<file path="src/tec_pkg.sv">
`default_nettype none
package tec_pkg;

    localparam int FRAC_BITS = 4;
    localparam int COORD_W   = 16;
    localparam int PIX_W     = 11;
    localparam int DIM_W     = 12;
    localparam int OFFSET_W  = 24;
    localparam int BASE_W    = PIX_W + DIM_W;
    localparam int CENTER_W  = PIX_W + FRAC_BITS;
    localparam int DELTA_W   = COORD_W + 1;
    localparam int REL_W     = CENTER_W + 3;
    localparam int PROD_W    = DELTA_W + REL_W;
    localparam int EDGE_W    = PROD_W + 1;
    localparam int BOX_W     = COORD_W - FRAC_BITS + 1;

    localparam logic [DIM_W-1:0] MAX_SCREEN_DIM = DIM_W'(2048);
    localparam logic [DIM_W-1:0] WIDTH_RESET    = DIM_W'(640);
    localparam logic [DIM_W-1:0] HEIGHT_RESET   = DIM_W'(480);
    localparam logic [COORD_W:0] CEIL_BIAS      = (COORD_W+1)'((1 << FRAC_BITS) - 1);
    localparam logic [CENTER_W-1:0] HALF_PIXEL  = CENTER_W'(1 << (FRAC_BITS - 1));

    localparam logic REG_SCREEN_WIDTH  = 1'b0;
    localparam logic REG_SCREEN_HEIGHT = 1'b1;

    typedef struct packed {
        logic signed [DELTA_W-1:0] dx;
        logic signed [DELTA_W-1:0] dy;
        logic signed [REL_W-1:0]   relx;
        logic signed [REL_W-1:0]   rely;
    } edge_setup_t;

    typedef struct packed {
        edge_setup_t [2:0]       edg;
        logic signed [BOX_W-1:0] left;
        logic signed [BOX_W-1:0] right;
        logic signed [BOX_W-1:0] bottom;
        logic signed [BOX_W-1:0] top;
        logic [PIX_W-1:0]        px;
        logic [PIX_W-1:0]        py;
        logic                    on_screen;
        logic [BASE_W-1:0]       row_base;
    } setup_t;

    typedef struct packed {
        logic signed [PROD_W-1:0] pa;
        logic signed [PROD_W-1:0] pb;
    } edge_prod_t;

    typedef struct packed {
        edge_prod_t [2:0]    prod;
        logic                in_box;
        logic                on_screen;
        logic [OFFSET_W-1:0] offset;
    } prod_t;

endpackage
`default_nettype wire

</file>
<file path="src/tec_setup.sv">
`default_nettype none
module tec_setup
(
    input  wire logic                                clk,
    input  wire logic                                rst_n,
    input  wire logic                                adv,
    input  wire logic                                in_ok,
    input  wire logic signed [tec_pkg::COORD_W-1:0]  ax,
    input  wire logic signed [tec_pkg::COORD_W-1:0]  ay,
    input  wire logic signed [tec_pkg::COORD_W-1:0]  bx,
    input  wire logic signed [tec_pkg::COORD_W-1:0]  by,
    input  wire logic signed [tec_pkg::COORD_W-1:0]  cx,
    input  wire logic signed [tec_pkg::COORD_W-1:0]  cy,
    input  wire logic [tec_pkg::PIX_W-1:0]           px,
    input  wire logic [tec_pkg::PIX_W-1:0]           py,
    input  wire logic [tec_pkg::DIM_W-1:0]           width,
    input  wire logic [tec_pkg::DIM_W-1:0]           height,
    output logic                                     valid_reg,
    output tec_pkg::setup_t                          data_reg
);

    tec_pkg::setup_t data_next;
    logic signed [tec_pkg::COORD_W-1:0] min_x, max_x, min_y, max_y;
    logic signed [tec_pkg::COORD_W:0]   ceil_x, ceil_y;
    logic [tec_pkg::CENTER_W-1:0]       cen_x, cen_y;
    logic signed [tec_pkg::REL_W-1:0]   sx, sy;

    function automatic logic signed [tec_pkg::DELTA_W-1:0] delta
    (
        input logic signed [tec_pkg::COORD_W-1:0] p1,
        input logic signed [tec_pkg::COORD_W-1:0] p0
    );
        return {p1[tec_pkg::COORD_W-1], p1} - {p0[tec_pkg::COORD_W-1], p0};
    endfunction

    function automatic logic signed [tec_pkg::REL_W-1:0] rel
    (
        input logic signed [tec_pkg::REL_W-1:0]   s,
        input logic signed [tec_pkg::COORD_W-1:0] p
    );
        return s - tec_pkg::REL_W'(p);
    endfunction

    always_comb
    begin
        min_x = (ax < bx) ? ax : bx;
        min_x = (min_x < cx) ? min_x : cx;
        max_x = (ax > bx) ? ax : bx;
        max_x = (max_x > cx) ? max_x : cx;
        min_y = (ay < by) ? ay : by;
        min_y = (min_y < cy) ? min_y : cy;
        max_y = (ay > by) ? ay : by;
        max_y = (max_y > cy) ? max_y : cy;
        ceil_x = {max_x[tec_pkg::COORD_W-1], max_x} + tec_pkg::CEIL_BIAS;
        ceil_y = {max_y[tec_pkg::COORD_W-1], max_y} + tec_pkg::CEIL_BIAS;

        cen_x = {px, tec_pkg::FRAC_BITS'(0)} + tec_pkg::HALF_PIXEL;
        cen_y = {py, tec_pkg::FRAC_BITS'(0)} + tec_pkg::HALF_PIXEL;
        sx = $signed({3'b000, cen_x});
        sy = $signed({3'b000, cen_y});

        data_next.edg[0].dx   = delta(bx, ax);
        data_next.edg[0].dy   = delta(by, ay);
        data_next.edg[0].relx = rel(sx, ax);
        data_next.edg[0].rely = rel(sy, ay);
        data_next.edg[1].dx   = delta(cx, bx);
        data_next.edg[1].dy   = delta(cy, by);
        data_next.edg[1].relx = rel(sx, bx);
        data_next.edg[1].rely = rel(sy, by);
        data_next.edg[2].dx   = delta(ax, cx);
        data_next.edg[2].dy   = delta(ay, cy);
        data_next.edg[2].relx = rel(sx, cx);
        data_next.edg[2].rely = rel(sy, cy);

        data_next.left   = {min_x[tec_pkg::COORD_W-1],
                            min_x[tec_pkg::COORD_W-1:tec_pkg::FRAC_BITS]};
        data_next.right  = ceil_x[tec_pkg::COORD_W:tec_pkg::FRAC_BITS];
        data_next.bottom = {min_y[tec_pkg::COORD_W-1],
                            min_y[tec_pkg::COORD_W-1:tec_pkg::FRAC_BITS]};
        data_next.top    = ceil_y[tec_pkg::COORD_W:tec_pkg::FRAC_BITS];

        data_next.px        = px;
        data_next.py        = py;
        data_next.on_screen = ({1'b0, px} < width) && ({1'b0, py} < height);
        data_next.row_base  = tec_pkg::BASE_W'(py) * tec_pkg::BASE_W'(width);
    end

    always_ff @(posedge clk or negedge rst_n)
    begin
        if (!rst_n)
        begin
            valid_reg <= 1'b0;
        end
        else if (adv)
        begin
            valid_reg <= in_ok;
        end
    end

    always_ff @(posedge clk)
    begin
        if (adv && in_ok)
        begin
            data_reg <= data_next;
        end
    end

endmodule
`default_nettype wire

</file>
<file path="config.mk">
export PLATFORM = sky130hd
export DESIGN_NAME = tec_setup
export DESIGN_NICKNAME = d
export VERILOG_FILES = /design/src/tec_pkg.sv /design/src/tec_setup.sv
export SDC_FILE = /design/constraint.sdc
export NUM_CORES = 1
export LEC_CHECK = 0
export ABC_AREA = 1
export BUFFER_PORTS_ARGS = -buffer_cell sky130_fd_sc_hd__buf_2
export CORE_MARGIN = 10
export CORE_UTILIZATION = 35
export DETAILED_ROUTE_END_ITERATION = 10
export PLACE_DENSITY = 0.62
export SYNTH_ARGS = -nofsm -noshare
export SYNTH_HDL_FRONTEND = slang
export SYNTH_SLANG_ARGS = --single-unit
export TNS_END_PERCENT = 1
</file>
<file path="constraint.sdc">
create_clock -name clk -period 2 [get_ports clk]
set_clock_uncertainty 0.2 [all_clocks]
set_input_delay 0.2 -clock clk [delete_from_list [all_inputs] [get_ports clk]]
set_output_delay 0.2 -clock clk [all_outputs]
set_load 0.02 [all_outputs]
</file>
==> results.md, run 1 <==
- The total of endpoints with negative setup slack in the final report is 95.
- After detailed routing, the average wire length per cell comes to 18.5 um.
- In this run the power density over the cells is 909 mW/mm2.
- The number of core rows is 97.
- Routability-driven placement finished with a final weighted congestion of between 0.9 and 1.
- The endpoint class of the critical path is a register.
- TritonCTS built the clock tree.
- The die covers between 0.08 and 0.09 mm2.
- The most prevalent standard cell on the critical path is fa_1.
- Of the available clock period, the critical path in the final layout requires 2.25.
- The count of buffers from port buffering is 454.
- The worst pin sits at a relative slew slack of 0.609.
- After synthesis, the share of flip-flops with an asynchronous set or reset is 0.00332.
- From synthesis to final layout, the design area changed by 51.4%.
- The worst-path cell with the longest stage delay is fa_1.
- In the layout the commonest cells are 816 x buf_4, 584 x nand2_1, 447 x buf_2.
- The die span in x is roughly 290 um.
- The number of nets at the end of the flow is 4719.
- The via-per-instance ratio is 4.72.
- The global routing usage on met3 is 0.0447.
- The total number of vias is 24245.
- The global-route track usage on met1 is 0.288.
- A synthesized cell averages between 8 and 9 um2.
- The final worst-path setup slack is -2.49 ns.
- Across the run, the number of max-cap violations was 0.
- Of the synthesized area, sequential elements account for 0.361.
- Derived from the worst setup path, the maximum achievable clock frequency is 223 MHz.
- The tree is rooted in a clkbuf_16.
- The most frequent standard cell in the layout excluding fill and tap cells is buf_4.
- The kind of path behind the tightest hold check is in2reg.
- The critical path in this run is classified as in2reg.
- The number of failing hold endpoints at the final stage is 0.
- For this run, the leading register cell type out of synthesis is edfxtp_1.
- The number of buffers inserted during clock tree synthesis is 36.
- 455 I/O pins were placed.
- The remaining global-route overflow is 0.
- Setup repair after global routing could not meet its margin everywhere.
- The tree built by TritonCTS fans out to approximately 300 sinks.
- The first global-routing pass estimated 140000 um of wire.
- The initial antenna violation count came to 11.
- The core area is 0.0704 mm2.
- During synthesis, Yosys emitted a total of 0 warnings.
- Measured along the y axis, the die boundary spans between 200 and 300 um.
- Subtracting the final worst setup slack from the clock period gives 4.49 ns.
- The largest single stage delay on the critical path is roughly 0.54 ns.
- The maximum fanout count along the critical path is 3.
- The final reports fail on setup timing.
- The proportion of layout cells with a drive suffix above 1 is 0.383.
- Summed over all cells, the static leakage comes to about 19 nW.
- The overall global routing resource usage is 0.221.
- Before CTS, the worst setup slack after placement is -3.28 ns.
- The flip-flop count of the largest register, all copies and words added is 300.
- The standard cell area after detailed placement is 0.0345 mm2.
- The first routing iteration left 1727 violations.
- The H-tree depth is 2.
- The met2 demand-to-capacity share in global routing is 0.359.
- At the worst endpoint, the required time is 2.11 ns.
- The placed wire-length estimate is 79500 um.
- The most heavily used metal layer in global routing is met2.
- STA classifies the critical path startpoint as a primary input.
- The pre-antenna-repair detailed-routing pass consisted of 5 iterations.
- Wires add up to 95000 um.
- In this run, synthesis produced a sequential element count of about 300.
- The run finished, with violations left.
- The data arrival time of the critical path is 4.60 ns.
- The sum of negative setup slack is -124.40 ns.
- For the worst-skew pair, the clock arrives at the later sink with an insertion delay of approximately 0.55 ns.
- In this run the remaining antenna-violating nets after routing total 0.
- The maximum buffer depth of the clock tree is 3.
- The synthesized design contains 300 enable-type register cells.
- The clock transition at the registers of the reported paths is ~0.06 ns.
- The netlist uses slightly below 50 different library cells.
- The number of design rule violations left after detail routing is 0.
- The cell count after synthesis is 2805.
- Once layout is done, the placed cells without fillers occupy 0.0379 mm2.
- Counting every net in the synthesized netlist gives 3359.
- At the pin with the least slew margin, the transition time is 0.581 ns.
- The number of global-route vias before repair is 24053.
- The final max-slew violation count was 0.
- The effective utilization at floorplan is 0.355.
- The worst vdd rail ir drop is around 1.4 mV.
- Entering global routing, the biggest net connects 51 pins.
- The synthesized netlist occupies a cell area of between 0.02 and 0.03 mm2.
==> repair_timing <==
item                       CTS  global route
pin swaps                   23            34
resized for setup          167           136
hold endpoints to repair    90             2
setup endpoints to repair  124           151
setup buffers                5             1
hold buffers                84             2
==> per-stage QoR <==
step                utilization  hold WS, ns  cells  total power [W]
CTS                       0.529      0.00135   5129           0.0336
global route              0.538       0.0389   5137           0.0366
finish                    0.538       0.0264   5139           0.0344
floorplan                     -       -0.296   2805           0.0175
global placement          0.491       -0.225   4975           0.0254
detailed placement        0.491       -0.220   4975           0.0255
==> critical path: cells and delay by family <==
kind	cells	cell delay, ns
compound gates	3	0.50
xor+xnor	1	0.15
buf+inv	8	0.56
simple gates	7	0.45
fa+ha+maj	6	2.76
==> power breakdown <==
part           switching [W]  total (W)  internal [W]  leakage [nW]
clock                0.00279    0.00679       0.00399         0.583
combinational         0.0102     0.0189       0.00868          15.7
sequential          0.000298    0.00871       0.00841          2.82
total                 0.0133     0.0344        0.0211          19.1
==> area by class of cell <==
type | instances | area [um2]
fillers | 6388 | 32500
multi-input cells | 1995 | 15000
repair buffers | 1380 | 9690
flip-flops and latches | 301 | 9030
inverters | 451 | 1700
well taps | 940 | 1180
clock buffers | 42 | 966
clock inverters | 23 | 238
diodes | 7 | 17.5
==> synth_stat cells (23+ instances only) <==
| cell | count | share of area |
|---|---|---|
| nand2_1 | 623 | 0.094 |
| fa_1 | 95 | 0.076 |
| inv_1 | 442 | 0.066 |
| nand3_1 | 127 | 0.025 |
| nor2_1 | 131 | 0.020 |
| edfxtp_1 | 300 | 0.36 |
| o21ai_0 | 97 | 0.019 |
| clkbuf_1 | 29 | 0.0044 |
| ha_1 | 313 | 0.16 |
| o21ai_1 | 34 | 0.0068 |
| xnor2_1 | 44 | 0.015 |
| a21oi_1 | 203 | 0.041 |
| xor2_1 | 152 | 0.053 |
| nor3_1 | 23 | 0.0046 |
==> worst paths after layout <==
kind,from,end,slack [ns],cells after the start
setup reg to reg,valid_reg,valid_reg,0.65,3
hold / removal,by[13],data_reg[147],0.03,4
hold reg to reg,valid_reg,valid_reg,0.87,3
max in group asynchronous,rst_n,valid_reg,1.22,3
min in group asynchronous,rst_n,valid_reg,0.28,3
setup / recovery,py[2],data_reg[16],-2.49,25
==> kinds of logic after synthesis <==
family / share of synthesized area
compound gates: 0.0987
xor+xnor: 0.0686
fa+ha+maj: 0.233
buf+inv: 0.0808
flops: 0.361
simple gates: 0.158
==> layer usage <==
layer,share of wire,up-vias,wire length [um]
met2,0.46,678,44100
met1,0.43,11335,41300
met3,0.068,144,6440
li1,-,12082,-
met5,0.00036,-,34
met4,0.034,6,3200
Note: power is estimated with default switching activity, not from simulation.
==> run 2, diff against run 1 <==
CORE_UTILIZATION = 50   (was 35)
CTS_BUF_LIST = sky130_fd_sc_hd__clkbuf_16   (was unset)
PLACE_DENSITY = 0.81   (was 0.62)
==> run 2 against run 1 <==
- the run still ends with setup timing left
- global-route usage up 9.1 points
- worst hold slack improved by 0.011 ns
- non-clock buffer count fell by 70
- largest power group unchanged
- combinational power barely moved
- core utilization rose by 21 points
==> results.md, run 2 (same netlist as run 1, synthesis figures left out) <==
- The final routed wire length divided by cell count is 20.5 um (+11%).
- In the layout the commonest cells are 756 x buf_4, 590 x nand2_1, 453 x buf_2.
- The combined buffer and inverter count along the critical path is 7 (-1).
- The signal on the critical path passes through buf_2 -> buf_4 -> buf_8 -> buf_6 -> nand2_1 -> fa_1 -> inv_1 -> fa_1 -> inv_1 -> fa_1 -> inv_1 -> fa_1 -> fa_1 -> ha_4 -> nand2_1 -> o21ai_0 -> a21oi_1 -> nand2_2 -> a21oi_2 -> nor2_1 -> nor2_1 -> xnor2_1.
- The worst vdd rail ir drop came to 1.45 mV (+2.2%).
- The number of core rows is 81 (-16%).
- The number of nets at the end of the flow is 4648 (-1.5%).
- The core area is 0.0492 mm2 (-30%).
- STA classifies the critical path endpoint as a register.
- The placed instance count is 4640 (-6.7%).
- The total number of vias is 26122 (+7.7%).
- The headroom to the max-slew limit was 0.631 (+0.0220).
- The die span in x is 244 um (-15%).
- Setup repair after global routing could not meet its margin everywhere.
- The number of failing hold endpoints at the final stage came to 0 (unchanged).
- The cell area after layout is 0.0368 mm2 (-2.7%).
- The latest clock arrival within the worst-skew pair is 0.55 ns (about the same).
- The number of clock sinks is 301 (unchanged).
- The maximum buffer depth of the clock tree is 3 (unchanged).
- The flip-flop count of the largest register, all copies and words added is 300 (unchanged).
- The slew of the pin with the lowest slew margin is 0.550 ns (-0.0306 ns).
- The top-level port count came to 455 (unchanged).
- The most prevalent standard cell on the critical path is fa_1.
- The H-tree depth is 2 (unchanged).
- The iteration-0 DRC count of the detailed router was 2616 (+51%).
- The flow ran to the end, but the final reports show violations.
- Among all stages on the critical path, the largest delay is contributed by fa_1.
- The initial antenna violation count is 14 (+3).
- The internal power is 0.0206 W (-2.2%).
- The final design utilization came to 0.749 (+0.211).
- The flip-flop and latch area is 0.00903 mm2 (unchanged).
- The final max-slew violation count came to 0 (unchanged).
- The largest net degree at the start of global routing was 58 (+14%).
- The type of the worst setup path is in2reg.
- The number of standard cells in the layout, taps in and fillers out is 4796 (-6.7%).
- The maximum fanout count along the critical path is 9 (+6).
- The clock power share is 0.193 (-0.004).
- The placed wire-length estimate was 75300 um (-5.2%).
- The final reports fail on setup timing.
- The net switching power figure was 0.0134 W (+0.68%).
- The final hold slack is 0.0377 ns (+0.0113 ns).
- The total of endpoints with negative setup slack in the final report came to 103 (+8.4%).
- The standard cell area after detailed placement is 0.0338 mm2 (-2.2%).
- The library cell used most frequently in the layout, excluding fill and tap cells, is buf_4.
- The kind of path behind the tightest hold check is in2reg.
- The total power draw is 0.0340 W (-1.1%).
- The power per unit of standard cell area is 924 mW/mm2 (+1.7%).
- The final worst-path setup slack was -2.52 ns (-0.0267 ns).
- The multi-input gate area in the final layout was 0.0150 mm2 (-0.41%).
- The data required time of the worst path is 2.11 ns (about the same).
- The count of buffers from port buffering is 454 (unchanged).
- The fraction of power consumed by sequential logic is 0.256 (+0.003).
- The standby leakage power is 18.7 nW (-1.8%).
- The number of buffers inserted during clock tree synthesis is 35 (-2.8%).
- The effective utilization at floorplan is 0.509 (+0.154).
- The number of nets with antenna violations after detailed routing is 0 (unchanged).
- The shortest period the worst path allows is 4.52 ns (+0.0267 ns).
- The proportion of layout cells with a drive suffix above 1 was 0.369 (-0.0141).
- The wire length of the first global-routing pass is 146000 um (+3.9%).
- The data arrival time of the critical path was 4.63 ns (+0.03 ns).
- The clock transition at the registers of the reported paths is 0.07 ns (about the same).
- The die outline height is 244 um (-15%).
- The critical path's top delay family is adder cells.
- The remaining global-route overflow is 0 (unchanged).
- The number of search-and-repair iterations in the first detailed-routing pass was 6 (+1).
- The overall global routing resource usage came to 0.313 (+0.0915).
- The number of design rule violations left after detail routing is 0 (unchanged).
- The last weighted congestion value of the routability-driven placer is 1.01 (+7.3%).
- The number of maximum-capacitance violations is 0 (unchanged).
- The clock tree from TritonCTS is done.
- Compared with the post-synthesis result, the final layout area differs by 47.3%.
- The total wire length came to 98400 um (+3.5%).
- The number of global-route vias before repair is 26023 (+8.2%).
- The critical path startpoint category is a primary input.
- The die footprint is 0.0594 mm2 (-28%).
- The maximum clock frequency was 221 MHz (-0.59%).
- The master cell of the clock root buffer is clkbuf_16.
- The logic gate share of total power came to 0.550 (about the same).
- The portion of the clock cycle consumed by the worst path in the final layout is 2.26 (+0.0133).
- The via-per-instance ratio is 5.45 (+15%).
- The stage delay of the slowest cell on the critical path is 0.53 ns (about the same).
- The switching portion of total power is 0.394 (+0.00697).
- The fill cell instance count of the final layout is 3228 (-49%).
## run 2: changes by cell type in the layout (fill, tap and decap cells not counted), moves of 7 or more
| cell | previous run | this run |
|---|---|---|
| buf_4 | 816 | 756 |
| buf_6 | 16 | 7 |
| dlygate4sd3_1 | 84 | 76 |
| ha_4 | 25 | 18 |
| inv_1 | 425 | 438 |
| inv_2 | 23 | 15 |
| nand2_2 | 45 | 37 |
## run 2: path summary, 6_finish.rpt
check	startpoint	cells past startpoint	slack, ns	endpoint
worst max-delay path	py[2]	22	-2.52	data_reg[21]
worst min-delay path	width[0]	4	0.04	data_reg[1]
worst max register to register	valid_reg	3	0.64	valid_reg
worst min register to register	valid_reg	3	0.89	valid_reg
max in group asynchronous	rst_n	3	1.17	valid_reg
min in group asynchronous	rst_n	3	0.31	valid_reg
## run 2: power groups by stage
stage / logic (W) / registers [W] / clock network, W
finish: 0.0187 / 0.00873 / 0.00658
floorplan: 0.00771 / 0.00984 / 0
global placement: 0.0159 / 0.00881 / 0
global route: 0.0202 / 0.00878 / 0.00682
CTS: 0.0177 / 0.00870 / 0.00662
detailed placement: 0.0163 / 0.00881 / 0
## run 2: final cells by class
cell class / count / area share
Clock buffer: 37 / 0.0251
Tap cell: 664 / 0.0226
Timing Repair Buffer: 1310 / 0.247
Antenna cell: 13 / 0.000883
Sequential cell: 301 / 0.245
Clock inverter: 25 / 0.00601
Multi-Input combinational cell: 1995 / 0.407
Inverter: 451 / 0.0461
## run 2: stage by stage
| stage | setup slack [ns] | setup TNS [ns] |
|---|---|---|
| final | -2.52 | -136.20 |
| after global routing | -2.70 | -151.48 |
| after CTS | -2.55 | -137.81 |
| after detailed placement | -3.40 | -240.82 |
| after global placement | -3.26 | -229.46 |
| after floorplan | -3.32 | -1141.27 |
## run 2: tightest hold or removal path, cell delays in order
cell and delay, ns:
buf_2 0.24, nand2_1 0.08, inv_1 0.05, ha_1 0.12
## run 2: repair_timing
action | CTS | global route
endpoints found under the hold margin | 86 | 2
pin swaps | 17 | 24
setup endpoints to repair | 128 | 157
gates resized for setup | 141 | 146
buffers inserted | 2 | 0
gates cloned | 0 | 0
hold buffers | 77 | 2
## run 2: metal layers
layer	vias to the layer above	routed length [um]	global-route usage
met2	1586	45500	0.511
met5	-	0	0
li1	11918	-	-
met3	425	9220	0.0677
met1	12193	37300	0.380
met4	0	6380	0.172
